<file path="src/u8sd_pkg.sv">
package u8sd_pkg;

	localparam int CP_BITS  = 21;
	localparam int IDX_BITS = 16;
	localparam int NB_BITS  = 3;

	localparam logic [IDX_BITS-1:0] IDX_MAX = '1;

	// Depth of the queue between the decode front and the output back.
	localparam int QUEUE_DEPTH = 4;
	localparam int QPTR_BITS   = $clog2(QUEUE_DEPTH);

	// Lead byte thresholds and masks.
	localparam logic [7:0] LEAD_TWO   = 8'd128;
	localparam logic [7:0] LEAD_THREE = 8'd224;
	localparam logic [7:0] LEAD_FOUR  = 8'd240;
	localparam logic [5:0] CONT_MASK  = 6'd63;

	// Whitespace code points.
	localparam logic [CP_BITS-1:0] WS_TAB     = 21'h000009;
	localparam logic [CP_BITS-1:0] WS_CR      = 21'h00000D;
	localparam logic [CP_BITS-1:0] WS_SPACE   = 21'h000020;
	localparam logic [CP_BITS-1:0] WS_NEL     = 21'h000085;
	localparam logic [CP_BITS-1:0] WS_NBSP    = 21'h0000A0;
	localparam logic [CP_BITS-1:0] WS_OGHAM   = 21'h001680;
	localparam logic [CP_BITS-1:0] WS_ENQUAD  = 21'h002000;
	localparam logic [CP_BITS-1:0] WS_HAIR    = 21'h00200A;
	localparam logic [CP_BITS-1:0] WS_LSEP    = 21'h002028;
	localparam logic [CP_BITS-1:0] WS_PSEP    = 21'h002029;
	localparam logic [CP_BITS-1:0] WS_NNBSP   = 21'h00202F;
	localparam logic [CP_BITS-1:0] WS_MMSP    = 21'h00205F;
	localparam logic [CP_BITS-1:0] WS_IDEO    = 21'h003000;

	typedef enum logic {
		REG_NUL_ENDS_TEXT = 1'b0,
		REG_BYTE_LIMIT    = 1'b1
	} cfg_reg_t;

	typedef struct packed {
		logic [CP_BITS-1:0]  code_point;
		logic [IDX_BITS-1:0] char_index;
		logic [IDX_BITS-1:0] start_offset;
		logic [NB_BITS-1:0]  char_bytes;
		logic                text_end;
	} char_rec_t;

	function automatic logic is_space_cp(input logic [CP_BITS-1:0] c);
		return (c >= WS_TAB && c <= WS_CR) || c == WS_SPACE || c == WS_NEL
			|| c == WS_NBSP || c == WS_OGHAM || (c >= WS_ENQUAD && c <= WS_HAIR)
			|| c == WS_LSEP || c == WS_PSEP || c == WS_NNBSP || c == WS_MMSP
			|| c == WS_IDEO;
	endfunction

endpackage

</file>
<file path="src/utf8_stream_decoder.sv">
// Streaming UTF-8 decoder. One text byte is taken per cycle whenever the four-entry
// result queue has room; the lead/continuation state update is what holds the input
// to that one byte per cycle. A finished character (or an end-of-text result) is
// written into the queue and then into the output register before it leaves on the
// master side. Output stalls are absorbed by the output register and then by the queue.
// Decoding does no validation: the lead byte alone sets the length. A zero lead byte
// (when enabled by register 0) or a byte at or past the byte limit (register 1) gives
// an end result with tlast high and clears all counters; that byte is not counted.
module utf8_stream_decoder #(
	parameter int COUNT_BITS = 16
) (
	input  logic        clk,
	input  logic        arst_n,
	input  logic        cfg_we,
	input  logic [0:0]  cfg_index,
	input  logic [15:0] cfg_wdata,
	input  logic        s_tvalid,
	output logic        s_tready,
	input  logic [7:0]  s_tdata,   // text_byte
	input  logic [0:0]  s_tuser,   // restart
	output logic        m_tvalid,
	input  logic        m_tready,
	output logic [55:0] m_tdata,   // code_point, char_index, start_offset, char_bytes
	output logic        m_tlast,   // text_end
	output logic [0:0]  m_tuser    // is_space
);

	logic                 in_fire;
	logic                 push;
	u8sd_pkg::char_rec_t  rec;
	logic                 q_full;
	logic                 q_not_empty;
	u8sd_pkg::char_rec_t  q_head;
	logic                 pop;

	assign s_tready = !q_full;
	assign in_fire  = s_tvalid && s_tready;

	u8sd_front #(
		.COUNT_BITS(COUNT_BITS)
	) u_front (
		.clk       (clk),
		.arst_n    (arst_n),
		.cfg_we    (cfg_we),
		.cfg_index (cfg_index),
		.cfg_wdata (cfg_wdata),
		.in_fire   (in_fire),
		.text_byte (s_tdata),
		.restart   (s_tuser[0]),
		.push      (push),
		.rec       (rec)
	);

	u8sd_queue u_queue (
		.clk       (clk),
		.arst_n    (arst_n),
		.push      (push),
		.push_data (rec),
		.pop       (pop),
		.full      (q_full),
		.not_empty (q_not_empty),
		.head      (q_head)
	);

	u8sd_back u_back (
		.clk         (clk),
		.arst_n      (arst_n),
		.q_not_empty (q_not_empty),
		.q_head      (q_head),
		.pop         (pop),
		.m_tvalid    (m_tvalid),
		.m_tready    (m_tready),
		.m_tdata     (m_tdata),
		.m_tlast     (m_tlast),
		.m_tuser     (m_tuser)
	);

endmodule

</file>
<file path="src/u8sd_front.sv">
module u8sd_front #(
	parameter int COUNT_BITS = 16
) (
	input  logic                            clk,
	input  logic                            arst_n,
	input  logic                            cfg_we,
	input  logic [0:0]                      cfg_index,
	input  logic [15:0]                     cfg_wdata,
	input  logic                            in_fire,
	input  logic [7:0]                      text_byte,
	input  logic                            restart,
	output logic                            push,
	output u8sd_pkg::char_rec_t             rec
);

	localparam int CMP_BITS = (COUNT_BITS > u8sd_pkg::IDX_BITS) ? COUNT_BITS
		: u8sd_pkg::IDX_BITS;

	logic                              nul_ends_q;
	logic [15:0]                       byte_limit_q;
	logic [1:0]                        pend_q, pend_d;
	logic [u8sd_pkg::CP_BITS-1:0]      part_q, part_d;
	logic [2:0]                        len_q, len_d;
	logic [COUNT_BITS-1:0]             cc_q, cc_d;
	logic [COUNT_BITS-1:0]             bc_q, bc_d;
	logic [COUNT_BITS-1:0]             lo_q, lo_d;

	logic [1:0]                        pend_e;
	logic [u8sd_pkg::CP_BITS-1:0]      part_e, part_acc;
	logic [2:0]                        len_e;
	logic [COUNT_BITS-1:0]             cc_e, bc_e, lo_e;
	logic                              end_text;

	function automatic logic [COUNT_BITS-1:0] sat_inc(input logic [COUNT_BITS-1:0] v);
		return (v == '1) ? v : v + 1'b1;
	endfunction

	function automatic logic [u8sd_pkg::IDX_BITS-1:0] clamp(
		input logic [COUNT_BITS-1:0] v
	);
		logic [CMP_BITS-1:0] w;
		w = CMP_BITS'(v);
		return (w > CMP_BITS'(u8sd_pkg::IDX_MAX)) ? u8sd_pkg::IDX_MAX
			: w[u8sd_pkg::IDX_BITS-1:0];
	endfunction

	always_ff @(posedge clk or negedge arst_n) begin
		if (!arst_n) begin
			nul_ends_q   <= 1'b1;
			byte_limit_q <= 16'hFFFF;
		end else if (cfg_we) begin
			unique case (u8sd_pkg::cfg_reg_t'(cfg_index))
				u8sd_pkg::REG_NUL_ENDS_TEXT: nul_ends_q   <= cfg_wdata[0];
				u8sd_pkg::REG_BYTE_LIMIT:    byte_limit_q <= cfg_wdata;
				default: ;
			endcase
		end
	end

	// Restart wipes the text state before this byte is looked at.
	always_comb begin
		pend_e = restart ? '0 : pend_q;
		part_e = restart ? '0 : part_q;
		len_e  = restart ? '0 : len_q;
		cc_e   = restart ? '0 : cc_q;
		bc_e   = restart ? '0 : bc_q;
		lo_e   = restart ? '0 : lo_q;
	end

	assign end_text = (CMP_BITS'(bc_e) >= CMP_BITS'(byte_limit_q))
		|| (pend_e == 2'd0 && text_byte == 8'd0 && nul_ends_q);

	assign part_acc = {part_e[u8sd_pkg::CP_BITS-7:0],
		text_byte[5:0] & u8sd_pkg::CONT_MASK};

	always_comb begin
		pend_d = pend_e;
		part_d = part_e;
		len_d  = len_e;
		cc_d   = cc_e;
		bc_d   = bc_e;
		lo_d   = lo_e;
		push   = 1'b0;
		rec    = '0;
		if (end_text) begin
			push              = 1'b1;
			rec.char_index    = clamp(cc_e);
			rec.start_offset  = clamp(bc_e);
			rec.text_end      = 1'b1;
			pend_d = '0;
			part_d = '0;
			len_d  = '0;
			cc_d   = '0;
			bc_d   = '0;
			lo_d   = '0;
		end else if (pend_e == 2'd0) begin
			lo_d = bc_e;
			bc_d = sat_inc(bc_e);
			if (text_byte < u8sd_pkg::LEAD_TWO) begin
				push             = 1'b1;
				rec.code_point   = u8sd_pkg::CP_BITS'(text_byte);
				rec.char_index   = clamp(cc_e);
				rec.start_offset = clamp(bc_e);
				rec.char_bytes   = 3'd1;
				cc_d   = sat_inc(cc_e);
				part_d = '0;
				len_d  = '0;
			end else if (text_byte < u8sd_pkg::LEAD_THREE) begin
				part_d = u8sd_pkg::CP_BITS'(text_byte[4:0]);
				len_d  = 3'd2;
				pend_d = 2'd1;
			end else if (text_byte < u8sd_pkg::LEAD_FOUR) begin
				part_d = u8sd_pkg::CP_BITS'(text_byte[3:0]);
				len_d  = 3'd3;
				pend_d = 2'd2;
			end else begin
				part_d = u8sd_pkg::CP_BITS'(text_byte[2:0]);
				len_d  = 3'd4;
				pend_d = 2'd3;
			end
		end else begin
			bc_d = sat_inc(bc_e);
			if (pend_e == 2'd1) begin
				push             = 1'b1;
				rec.code_point   = part_acc;
				rec.char_index   = clamp(cc_e);
				rec.start_offset = clamp(lo_e);
				rec.char_bytes   = len_e;
				cc_d   = sat_inc(cc_e);
				pend_d = '0;
				part_d = '0;
				len_d  = '0;
			end else begin
				part_d = part_acc;
				pend_d = pend_e - 2'd1;
			end
		end
		push = push && in_fire;
	end

	always_ff @(posedge clk or negedge arst_n) begin
		if (!arst_n) begin
			pend_q <= '0;
			part_q <= '0;
			len_q  <= '0;
			cc_q   <= '0;
			bc_q   <= '0;
			lo_q   <= '0;
		end else if (in_fire) begin
			pend_q <= pend_d;
			part_q <= part_d;
			len_q  <= len_d;
			cc_q   <= cc_d;
			bc_q   <= bc_d;
			lo_q   <= lo_d;
		end
	end

endmodule

</file>
<file path="src/u8sd_queue.sv">
module u8sd_queue (
	input  logic                 clk,
	input  logic                 arst_n,
	input  logic                 push,
	input  u8sd_pkg::char_rec_t  push_data,
	input  logic                 pop,
	output logic                 full,
	output logic                 not_empty,
	output u8sd_pkg::char_rec_t  head
);

	u8sd_pkg::char_rec_t                 slots_q [u8sd_pkg::QUEUE_DEPTH];
	logic [u8sd_pkg::QPTR_BITS-1:0]      wr_ptr_q, rd_ptr_q;
	logic [u8sd_pkg::QPTR_BITS:0]        count_q;

	assign full      = (count_q == (u8sd_pkg::QPTR_BITS+1)'(u8sd_pkg::QUEUE_DEPTH));
	assign not_empty = (count_q != '0);
	assign head      = slots_q[rd_ptr_q];

	always_ff @(posedge clk) begin
		if (push) begin
			slots_q[wr_ptr_q] <= push_data;
		end
	end

	always_ff @(posedge clk or negedge arst_n) begin
		if (!arst_n) begin
			wr_ptr_q <= '0;
			rd_ptr_q <= '0;
			count_q  <= '0;
		end else begin
			if (push) begin
				wr_ptr_q <= wr_ptr_q + 1'b1;
			end
			if (pop) begin
				rd_ptr_q <= rd_ptr_q + 1'b1;
			end
			if (push && !pop) begin
				count_q <= count_q + 1'b1;
			end else if (pop && !push) begin
				count_q <= count_q - 1'b1;
			end
		end
	end

endmodule

</file>
<file path="src/u8sd_back.sv">
module u8sd_back (
	input  logic                 clk,
	input  logic                 arst_n,
	input  logic                 q_not_empty,
	input  u8sd_pkg::char_rec_t  q_head,
	output logic                 pop,
	output logic                 m_tvalid,
	input  logic                 m_tready,
	output logic [55:0]          m_tdata,
	output logic                 m_tlast,
	output logic [0:0]           m_tuser
);

	logic                 valid_q;
	u8sd_pkg::char_rec_t  rec_q;
	logic                 space_q;

	assign pop = q_not_empty && (!valid_q || m_tready);

	always_ff @(posedge clk or negedge arst_n) begin
		if (!arst_n) begin
			valid_q <= 1'b0;
		end else if (pop) begin
			valid_q <= 1'b1;
		end else if (m_tready) begin
			valid_q <= 1'b0;
		end
	end

	// End results carry a zero code point, so the flag stays low for them.
	always_ff @(posedge clk) begin
		if (pop) begin
			rec_q   <= q_head;
			space_q <= !q_head.text_end && u8sd_pkg::is_space_cp(q_head.code_point);
		end
	end

	assign m_tvalid = valid_q;
	assign m_tdata  = {rec_q.char_bytes, rec_q.start_offset, rec_q.char_index,
		rec_q.code_point};
	assign m_tlast  = rec_q.text_end;
	assign m_tuser  = space_q;

endmodule

</file>
<file path="config.mk">
export PLATFORM = sky130hd
export DESIGN_NAME = utf8_stream_decoder
export DESIGN_NICKNAME = d
export VERILOG_FILES = /design/src/u8sd_pkg.sv /design/src/utf8_stream_decoder.sv /design/src/u8sd_front.sv /design/src/u8sd_queue.sv /design/src/u8sd_back.sv
export SDC_FILE = /design/constraint.sdc
export NUM_CORES = 1
export LEC_CHECK = 0
export ABC_AREA = 1
export BUFFER_PORTS_ARGS = -buffer_cell sky130_fd_sc_hd__buf_2
export CAP_MARGIN = 20
export CORE_ASPECT_RATIO = 1.25
export CORE_UTILIZATION = 62
export DETAILED_ROUTE_END_ITERATION = 16
export PLACE_DENSITY = 0.81
export SYNTH_ARGS = -nofsm -noshare
export SYNTH_HDL_FRONTEND = slang
export SYNTH_SLANG_ARGS = --single-unit
</file>
<file path="constraint.sdc">
create_clock -name clk -period 16.26 [get_ports clk]
set_clock_uncertainty 0.15 [all_clocks]
set_input_delay 3.252 -clock clk [delete_from_list [all_inputs] [get_ports clk]]
set_output_delay 3.252 -clock clk [all_outputs]
set_load 0.02 [all_outputs]
</file>
; ---- Word level (Yosys, flattened, before mapping)
; Memories as Yosys holds them, arrays and structs flattened.
; Index checks and enable logic that the tools add are counted.
[op_classes]
n_addsub = 7
n_mul = 0
div = 0
order_cmp = 11
eq_ne = 13
shift = 0
mux = 53
bitwise = 1
reduce_logical = 34
[op_table]
columns = operator, count
row1 = 16-bit 2-to-1 mux, 15
row2 = 56-bit 2-to-1 mux, 2
row3 = "21-bit by 14-bit equality test with 1-bit output, second input constant", 5
row4 = 15-bit 2-to-1 mux, 5
row5 = "16-bit > comparator, second input constant", 3
row6 = 43-bit 2-to-1 mux, 1
row7 = "21-bit by 8-bit equality test with 1-bit output, second input constant", 2
row8 = "16-bit by 1-bit adder with 16-bit output, second input constant", 2
row9 = "16-bit equality test, second input constant", 2
row10 = 32-bit 2-to-1 mux, 1
row11 = 3-bit 2-to-1 mux, 10
row12 = "8-bit less-than comparator, second input constant", 3
row13 = "21-bit by 13-bit equality test with 1-bit output, second input constant", 1
row14 = "21-bit by 6-bit equality test with 1-bit output, second input constant", 1
row15 = "21-bit by 14-bit >= comparator with 1-bit output, second input constant", 1
row16 = "21-bit by 4-bit >= comparator with 1-bit output, second input constant", 1
row17 = "21-bit by 14-bit less-or-equal comparator with 1-bit output, second input constant", 1
row18 = "21-bit by 4-bit less-or-equal comparator with 1-bit output, second input constant", 1
row19 = 21-bit 2-to-1 mux, 1
row20 = 16-bit >= comparator, 1
row21 = 1-bit logical OR, 12
row22 = 2-bit 2-to-1 mux, 6
row23 = 1-bit logical AND, 10
row24 = 1-bit 2-to-1 mux, 10
row25 = 15 further kinds, 22
[word_totals]
register_bits = 151
latchBits = 0
mem_bits_rw = 228
romBits = 0
inputBits = 31
elab_cells = 138
n_memories = 1
[mem_list]
columns = memory, words, width, rd, rd_clocked_by_memory_dff, write_ports, line
row1 = u_queue.slots_q, 4, 57, 1, 0, 1, u8sd_queue.sv:12  ; u8sd_pkg::char_rec_t slots_q [u8sd_pkg::QUEUE_DEPTH];

; ---- Longest topological paths before layout
; Gate-level depths: netlist of run 1.
; An unclocked memory read counts as a cell.
[logic_depth]
ltp_word = 14
depth_mapped = 19
mapped_depth_nobuf = 18

; ---- Cells and area by module
; Synthesis of run 1 repeated with hierarchy kept, for this count alone.
[unflattened]
cells_unflattened = 1790
area_unflattened_um2 = 17967.2
[modules_own_cells]
columns = mod, instances, cells_per_inst, area_each_um2, seq_area_each_um2
row1 = u8sd_queue, 1, 714, 9619.2, 7021.7
row2 = u8sd_front, 1, 908, 6054.6, 2148.3
row3 = u8sd_back, 1, 165, 2279.7, 1766.7
row4 = utf8_stream_decoder, 1, 3, 13.8, 0.0

; ---- Worst setup path before layout of run 1
; No wires, ideal clock.
[synth_path]
path_type = input-to-reg
start = in s_tuser
end = mem u_queue.slots_q[0][0] (netlist name) (enable)
arrival_ps = 7401
t_required_ps = 15638
path_slack_ps = 8237
cell_stages = 14
path_cell_list = buf_6 -> buf_8 -> buf_2 -> nor2_1 -> inv_1 -> ha_1 -> buf_2 -> nor2_1 -> nor2_4 -> inv_2 -> nor2_2 -> nor2_2 -> inv_2 -> nor2_1
[synth_between]
elab_chain_cells = 9
word_cells_on_any_way = 14
[synth_lines]
columns = element, line
row1 = from (decl), utf8_stream_decoder.sv:20  ; input logic [0:0] s_tuser,
row2 = "parallel branches: the longest is 5 deep, another holds 16-bit >= comparator", --
row3 = 1-bit 2-to-1 mux *, u8sd_front.sv:85  ; if (end_text) begin
row4 = 1-bit logical AND *, u8sd_front.sv:138  ; push = push && in_fire;
row5 = net push, utf8_stream_decoder.sv:29  ; logic push;
row6 = 1-bit 2-to-1 mux *, u8sd_queue.sv:21  ; if (push) begin
row7 = 1-bit 2-to-1 mux (implied by the code) *, u8sd_queue.sv:22  ; slots_q[wr_ptr_q] <= push_data;
row8 = to (decl), u8sd_queue.sv:12
; Mark *: on every way through the listed nets, which the timed path passes.

; ---- Worst setup path in the final report of run 1
[layout_path]
start = in s_tuser
end = mem u_queue.slots_q[3][12] (netlist name) (enable)
; The elaborated chain is that of the path after synthesis.

==> results of run 1 <==
[worst paths after layout]
check                                           to  cells after the start  slack [ns]               startpoint
min                        u_front.byte_limit_q[3]                      2        0.33  u_front.byte_limit_q[3]
max reg2reg                 u_queue.slots_q[3][12]                     16       12.09          u_front.bc_q[0]
min reg2reg                u_front.byte_limit_q[3]                      2        0.33  u_front.byte_limit_q[3]
max in group asynchronous          u_front.bc_q[6]                      2       12.36                   arst_n
min in group asynchronous          u_back.m_tvalid                      1        2.58                   arst_n
max                         u_queue.slots_q[3][12]                     16        8.58                  s_tuser
[worst max-delay path, cell delays in order]
cell and delay [ns]:
buf_2 0.07, buf_4 0.59, inv_2 0.42, nand2_1 0.38
inv_1 0.08, ha_1 0.30, nand3_1 0.10, nor3_1 0.18
nand3_1 0.10, nand4_1 0.10, buf_4 0.47, nor2_2 0.28
nor2_2 0.27, inv_2 0.15, nor2_4 0.09, buf_4 0.65
[Yosys cell counts, drive strengths merged]
cell type  number  area, sq um
a21o            1        7.510
a21oi          33        168.9
a22o            2        17.52
a22oi           1        7.510
a31oi           4        25.02
buf            43        295.3
clkbuf         34        127.6
dfrtp          76         1902
dfstp          17        446.7
edfxtp        286         8588
fa              1        20.02
ha             25        312.8
inv           153        574.3
nand2         324         1244
nand3          87        440.4
nand3b          3        22.52
nand4          14        102.6
nor2          209        904.6
nor3           41        272.8
nor3b           7        52.55
nor4            7        58.81
o211ai         23        172.7
o21ai         153        765.7
o22ai          53        331.6
o31ai           2        15.01
o32ai           1        8.760
or2             1        6.260
xnor2           4        35.03
xor2           14        122.6
[cell usage in the layout (no fill, tap or decap), types with 3 or more instances in the layout]
cell type	instances
a21oi_1	32
a31oi_1	3
buf_2	89
buf_4	17
bufinv_16	5
clkbuf_1	4
clkbuf_16	38
clkinv_1	4
clkinv_2	8
dfrtp_1	74
dfstp_2	17
edfxtp_1	286
ha_1	25
inv_1	136
inv_2	17
inv_6	5
nand2_1	313
nand2_2	11
nand3_1	86
nand3b_1	3
nand4_1	13
nor2_1	185
nor2_2	8
nor2_4	14
nor3_1	30
nor3_2	9
nor3b_1	7
nor4_1	6
o211ai_1	23
o21ai_0	136
o21ai_1	17
o22ai_1	53
xnor2_1	4
xor2_1	14
[state kept, by name (all words and copies together) (netlist names)]
| signal | cells |
|---|---|
| u_front.byte_limit_q | 16 |
| u_front.cc_q | 16 |
| u_front.pend_q | 2 |
| u_queue.slots_q | 228 |
| u_back.m_tlast | 1 |
| u_queue.rd_ptr_q | 2 |
| u_back.m_tvalid | 1 |
| u_front.len_q | 3 |
| u_queue.wr_ptr_q | 2 |
| u_front.part_q | 15 |
| u_back.m_tdata | 56 |
| u_queue.count_q | 3 |
| u_front.lo_q | 16 |
| u_front.nul_ends_q | 1 |
| u_front.bc_q | 16 |
| u_back.m_tuser | 1 |
[power breakdown]
part	leakage (nW)	total (mW)	internal (mW)	switching [mW]
clock	0.617	0.878	0.514	0.364
sequential	3.89	1.36	1.29	0.0645
combinational	3.07	0.987	0.266	0.721
total	7.57	3.22	2.07	1.15
[layout make-up]
| type | count | share of cell area |
|---|---|---|
| Tap cell | 345 | 0.02278 |
| Clock inverter | 27 | 0.01552 |
| Multi-Input combinational cell | 1010 | 0.2727 |
| Inverter | 153 | 0.03031 |
| Antenna cell | 1 | 0.0001320 |
| Timing Repair Buffer | 106 | 0.03024 |
| Sequential cell | 379 | 0.5774 |
| Clock buffer | 42 | 0.05097 |
[through the flow]
step,utilization,setup slack (ns)
after floorplan,-,8.237
after global placement,0.6573,8.170
after detailed placement,0.6573,8.072
after CTS,0.7041,8.619
after global routing,0.7042,8.281
final,0.7042,8.582
[logic make-up after synthesis]
logic type / after synthesis
and+or+nand+nor: 693
DFF: 379
AOI/OAI and AO/OA: 273
buffers and inverters: 230
adders and majority gates: 26
xor gates and xnor gates: 18
[metal layers]
layer	track usage	wire length (microns)	vias to the layer above
li1	-	-	5690
met1	0.3269	14030	5828
met2	0.4674	18880	467
met3	0.03512	2136	103
met4	0.1041	1179	2
met5	0	12	-
==> results.cfg, run 1 <==
[cts]
clk_path_buf_depth = 3
postCtsSetupBuffers = 0
cts_made_buffers = 38
clock-sinks = 379
clk_pin_slew_ns = 0.06
htree_levels = 2
clock-root-buffer = clkbuf_16
clk-insertion-delay-late_ns = 0.53
hold_buffers = 0
post_cts_resized = 0
tritoncts = built

[synth]
ys_ff_latch = 379
netlist_instances = 1619
synth_top_family_by_area = simple AND/OR/NAND/NOR gates
synth_area_sq_mm = 0.01705
synthSimpleGateAreaFrac = 0.1821
yosys_warnings = 0
muxShareOfSynthArea = 0
synth_cell_types = 45
syn_avg_cell_area_sq_um = 10.53
synthAdderAreaFrac = 0.01952
synth_xor_area_frac = 0.009247
syn-num-nets = 1676
synth_compound_area_frac = 0.08917
synth_seq_area_share = 0.6415

[detailed_routing]
routed_wl_microns = 36240
drtIter0Drc = 1178
post_drt_wl_per_cell_microns = 17.57
drc = 0
route.vias.total = 12090
antenna_left = 0
drtPass1Iterations = 5
vias_per_cell = 5.860

[grt]
antenna_found_initial = 2
grt_pass1_vias = 11530
grt_overflow_total = 0
grt_max_degree = 84
grt_usage = 0.2650
grt_pass1_wl_microns = 58110

[finish]
multi_input_area_sq_mm = 0.005167
regArea_sq_mm = 0.01094
drive_gt1_frac = 0.1479
nNetsFinal = 1745
syn_to_final_growth_pct = 11.16
postLayoutCellArea_sq_mm = 0.01895
layout.cells.non_filler = 2063
nFillCells = 1861

[timing]
fmax_mhz = 130.2
rsz0062_at_grt = no
finalSetupTns_ns = 0
setup_viol_count_final = 0
worst_pin_slew_ns = 1.081
period_share = 0.4722
hold_viol = 0
worst_hold_slack_ns = 0.3345
slew_headroom = 0.2796
min_period_ns = 7.678
finalMaxSlewViolations = 0

[placement]
place_congestion = 0.9846
hpwlAfterDp_microns = 22150
dpl.cell_count = 1993
port_buffers = 90
placed_area_sq_mm = 0.01769

[power]
p_leak_nw = 7.575
total_power_mw = 3.220
powerDensity_mw_per_mm2 = 169.9
vdd_drop_max_mv = 0.1214

[worst_setup_path]
required_ns = 16.26
worstPathMaxFanout = 57
start_kind = input pin
crit_path_end_kind = register
worstPathArrival_ns = 7.68
worstSetupPathType = in -> reg

[floorplan]
rows = 67
coreArea_sq_mm = 0.02691
die_area_sq_mm = 0.02817
io_pins = 91
die_h_microns = 187.4
initial_core_util = 0.6336
fp.dieW_microns = 150.3

[min_path]
holdCritPathClass = reg -> reg

[run]
cap_viol_max_count = 0

[outcome]
status = finished clean
Note: power is estimated with default switching activity, not from simulation.
==> run 2, diff against run 1 <==
Settings changed: CORE_UTILIZATION 62 to 61, PLACE_DENSITY 0.81 to 0.8.
Clock period 16.26 ns to 7.66 ns, I/O delays scaled along.
==> run 2 against run 1 <==
  * Register-to-register slack worse by 8.6 ns
  * Die area up 1.6%
  * Sequential power up 110%
  * Non-clock buffer count up 1
  * Sequential share of layout area up 0.38 points
  * Setup slack worse by 7.0 ns
  * Design area down 0.69%
  * Clock power up 94%
  * First-iteration DRC count down 10%
  * Combinational power up 110%
  * Largest cell class unchanged
==> results.cfg, run 2 (synthesized netlist as in run 1, its figures left out) <==
[worst_setup_path]
cp-startpoint = s_tuser
crit_path_max_incr_delay_ns = 0.69
reg2reg_to = u_queue.slots_q[2][14]
worstPathArrival_ns = 6.01
crit_path_end_kind = register
crit-reg2reg-launch = u_front.bc_q[0]
rr_worst_depth = 16
crit_path_end = u_queue.slots_q[2][14]
cp_slowest_cell = buf_2
start_kind = input pin
worstPathMaxFanout = 57
rrSetupSlack_ns = 3.51
required_ns = 7.64
worstSetupPathType = in -> reg
path_cells = buf_2, inv_2, nand2_1, inv_1, ha_1, nand3_1, nor3_1, nand3_1, nand4_1, buf_4, nor2_2, nor2_2, inv_2, nor2_4, buf_4

[floorplan]
initial_core_util = 0.6185
coreArea_sq_mm = 0.02757
die_h_microns = 188.9
io_pins = 91
fp.dieW_microns = 151.5
die_area_sq_mm = 0.02863
rows = 68

[power]
p_leak_nw = 7.503
total_power_mw = 6.689
power.switching_mw = 2.405
power_frac_clock = 0.254
combPwrFrac = 0.316
powerDensity_mw_per_mm2 = 355.4
intPower_mw = 4.285
vdd_drop_max_mv = 0.2106
switching_share = 0.3595
seqPwrFrac = 0.430

[timing]
worst_pin_slew_ns = 1.016
setup_ws_ns = 1.626
period_share = 0.7877
fmax_mhz = 165.7
min_period_ns = 6.034
finalMaxSlewViolations = 0
setup_viol_count_final = 0
slew_headroom = 0.3219
worst_hold_slack_ns = 0.3320
hold_viol = 0
rsz0062_at_grt = no
finalSetupTns_ns = 0

[placement]
placed_area_sq_mm = 0.01770
post-place-ws_ns = 1.206
port_buffers = 90
hpwlAfterDp_microns = 23020
dpl.cell_count = 1999
place_congestion = 0.9561

[cts]
post_cts_resized = 0
clk_path_buf_depth = 3
hold_buffers = 0
cts_made_buffers = 36
clk_pin_slew_ns = 0.06
clock-root-buffer = clkbuf_16
clock-sinks = 379
tritoncts = built
clk-insertion-delay-late_ns = 0.52
postCtsSetupBuffers = 0
htree_levels = 2

[finish]
nNetsFinal = 1744
mostFrequentLayoutCells = nand2_1, edfxtp_1, nor2_1
top_register = u_queue.slots_q
syn_to_final_growth_pct = 10.39
drive_gt1_frac = 0.1409
fin_util = 0.6827
final_common_cell = nand2_1
largest_reg_flops = 228
postLayoutCellArea_sq_mm = 0.01882
layout.cells.non_filler = 2062

[grt]
grt_usage = 0.2648
antenna_found_initial = 1
met1_usage = 0.3346
grt_overflow_total = 0
grt_max_degree = 85
grt_pass1_wl_microns = 58790
grt_use_met2 = 0.4519
grt_use_met3 = 0.03759
grt_pass1_vias = 11900
busiest_layer = met2

[detailed_routing]
route.vias.total = 12010
vias_per_cell = 5.823
routed_wl_microns = 36540
drc = 0
post_drt_wl_per_cell_microns = 17.72
antenna_left = 0
drtPass1Iterations = 5
drtIter0Drc = 1057

[outcome]
status = finished clean

[run]
cap_viol_max_count = 0

[min_path]
holdCritPathClass = reg -> reg
-- run 2: layout make-up --
type / instances / area (sq um)
Antenna cell: 1 / 2.502
Clock buffer: 46 / 948.4
Clock inverter: 16 / 171.4
Fill cell: 1986 / 8746
Inverter: 153 / 574.3
Multi-Input combinational cell: 1010 / 5167
Sequential cell: 379 / 10940
Tap cell: 350 / 437.9
Timing Repair Buffer: 107 / 580.6
-- run 2: worst max-delay path, delay by kind of cell --
kind | cells | cell delay [ns]
and+or+nand+nor | 8 | 1.56
adders and majority gates | 1 | 0.30
buffers and inverters | 6 | 2.53
-- run 2: worst min path at each step --
stage	start	to	cells past startpoint
finish	u_front.byte_limit_q[3]	u_front.byte_limit_q[3]	2
global route	u_front.len_q[1]	u_front.len_q[1]	2
CTS	u_front.byte_limit_q[5]	u_front.byte_limit_q[5]	2
detailed placement	u_front.len_q[1]	u_front.len_q[1]	2
global placement	u_front.len_q[1]	u_front.len_q[1]	2
floorplan	u_front.part_q[10]	u_front.part_q[10]	2
-- run 2: routing by layer --
metal,vias to the layer above,routed length (microns)
met5,-,0
met4,0,1458
met3,108,2364
met2,478,18330
met1,5741,14400
li1,5681,-
-- run 2: power by group through the flow --
stage                     clock (mW)  sequential [mW]  combinational [mW]
after detailed placement           0             2.91                2.09
final                           1.70             2.88                2.11
after CTS                       1.72             2.88                2.11
after floorplan                    0             3.11                1.33
after global routing            1.79             2.92                2.34
after global placement             0             2.90                2.03
==> run 3, diff against run 2 <==
Clock period 7.66 ns to 5.7 ns, I/O delays scaled along.
==> run 3 against run 2 <==
  * Clock power rose by 45%
  * Via count is 1.1% higher
  * Non-clock buffer count up 5
  * Total power grew 38%
==> results.cfg, run 3 (synthesized netlist as in run 1, its figures left out) <==
[outcome]
status = finished clean

[placement]
hpwlAfterDp_microns = 23550
port_buffers = 90
place_congestion = 0.9909
dpl.cell_count = 2004

[worst_setup_path]
start_kind = input pin
required_ns = 5.93
worstPathArrival_ns = 4.84
crit_path_max_incr_delay_ns = 0.52
path_cells = buf_2, buf_4, nor2_1, ha_1, nand2_1, nor3_1, nand3_1, nand4_1, nor2_2, buf_4, nor2_2, ha_1, inv_1, fa_1, a21oi_1, o21ai_0, xor2_1
worstSetupPathType = in -> reg
cp_slowest_cell = buf_2
worstPathMaxFanout = 27
crit_path_end_kind = register

[cts]
postCtsSetupBuffers = 0
clk_path_buf_depth = 3
tritoncts = built
clock-sinks = 379
htree_levels = 2
hold_buffers = 0
clk-insertion-delay-late_ns = 0.51
clock-root-buffer = clkbuf_16
clk_pin_slew_ns = 0.06
cts_made_buffers = 37
post_cts_resized = 0

[timing]
rsz0062_at_grt = no
setup_viol_count_final = 0
finalSetupTns_ns = 0
worst_pin_slew_ns = 1.072
slew_headroom = 0.2845
min_period_ns = 4.608
hold_viol = 0
finalMaxSlewViolations = 0
worst_hold_slack_ns = 0.3318
fmax_mhz = 217.0
period_share = 0.8085

[grt]
grt_max_degree = 63
grt_pass1_vias = 11910
grt_usage = 0.2681
grt_pass1_wl_microns = 59460
grt_overflow_total = 0
antenna_found_initial = 1

[finish]
largest_reg_flops = 228
final_common_cell = nand2_1
drive_gt1_frac = 0.1505
nFillCells = 1985
layout.cells.non_filler = 2072
multi_input_area_sq_mm = 0.005167
regArea_sq_mm = 0.01094
mostFrequentLayoutCells = nand2_1, edfxtp_1, nor2_1
top_register = u_queue.slots_q
fin_util = 0.6910
syn_to_final_growth_pct = 11.73
nNetsFinal = 1750

[power]
vdd_drop_max_mv = 0.3326
powerDensity_mw_per_mm2 = 484.0
p_leak_nw = 7.630
total_power_mw = 9.219

[detailed_routing]
vias_per_cell = 5.860
drtIter0Drc = 1171
drtPass1Iterations = 5
route.vias.total = 12140
routed_wl_microns = 37040
drc = 0
antenna_left = 0
post_drt_wl_per_cell_microns = 17.88

[floorplan]
fp.dieW_microns = 151.5
rows = 68
initial_core_util = 0.6185
die_h_microns = 188.9
io_pins = 91
die_area_sq_mm = 0.02863
coreArea_sq_mm = 0.02757

[min_path]
holdCritPathClass = reg -> reg

[run]
cap_viol_max_count = 0
[run 3: cell types whose count changed in the layout (fill, tap and decap cells not counted), sizes merged]
cell,before,now
buf,107,112
clkbuf,46,49
clkinv,9,11
clkinvlp,3,1
bufinv,3,4
inv,154,155
[run 3: path summary, 6_finish.rpt]
path	start	end	slack [ns]	cells after the start
min in group asynchronous	arst_n	u_front.cc_q[5]	0.49	1
setup reg to reg	u_front.bc_q[13]	u_queue.count_q[2]	1.95	16
hold reg to reg	u_front.len_q[1]	u_front.len_q[1]	0.33	2
setup / recovery	s_tuser	u_queue.count_q[2]	1.09	17
max in group asynchronous	arst_n	u_front.lo_q[7]	3.85	2
hold / removal	u_front.len_q[1]	u_front.len_q[1]	0.33	2
[run 3: per-stage QoR]
stage	worst slack (ns)	instance area, sq um
final	1.092	19050
after global placement	0.7583	17800
after detailed placement	0.6409	17800
after CTS	1.151	19050
after global routing	0.7966	19050
after floorplan	-0.2110	17060
[run 3: report_power, final]
group          leakage, nW  internal, mW  switching (mW)
logic                 3.11         0.787            2.13
clock network        0.622          1.48           0.985
registers             3.89          3.68           0.162
total                 7.63          5.94            3.27
[run 3: layout make-up]
cell class | count | area share
repair buffers | 112 | 0.03573
flip-flops and latches | 379 | 0.5742
diodes | 1 | 0.0001314
clock buffers | 49 | 0.05517
multi-input cells | 1010 | 0.2713
clock inverters | 18 | 0.01038
inverters | 153 | 0.03015
well taps | 350 | 0.02299
[run 3: critical path, delay by kind of cell]
family | cells | cell delay (ns)
simple gates | 7 | 1.23
xor+xnor | 1 | 0.16
buf+inv | 4 | 1.14
fa+ha+maj | 3 | 0.87
compound gates | 2 | 0.28
[run 3: metal layers]
layer | track usage | vias to the layer above | wire length, microns
li1 | - | 5702 | -
met3 | 0.03518 | 100 | 2475
met5 | 0 | - | 0
met4 | 0.1104 | 0 | 1243
met1 | 0.3418 | 5854 | 14570
met2 | 0.4603 | 486 | 18750
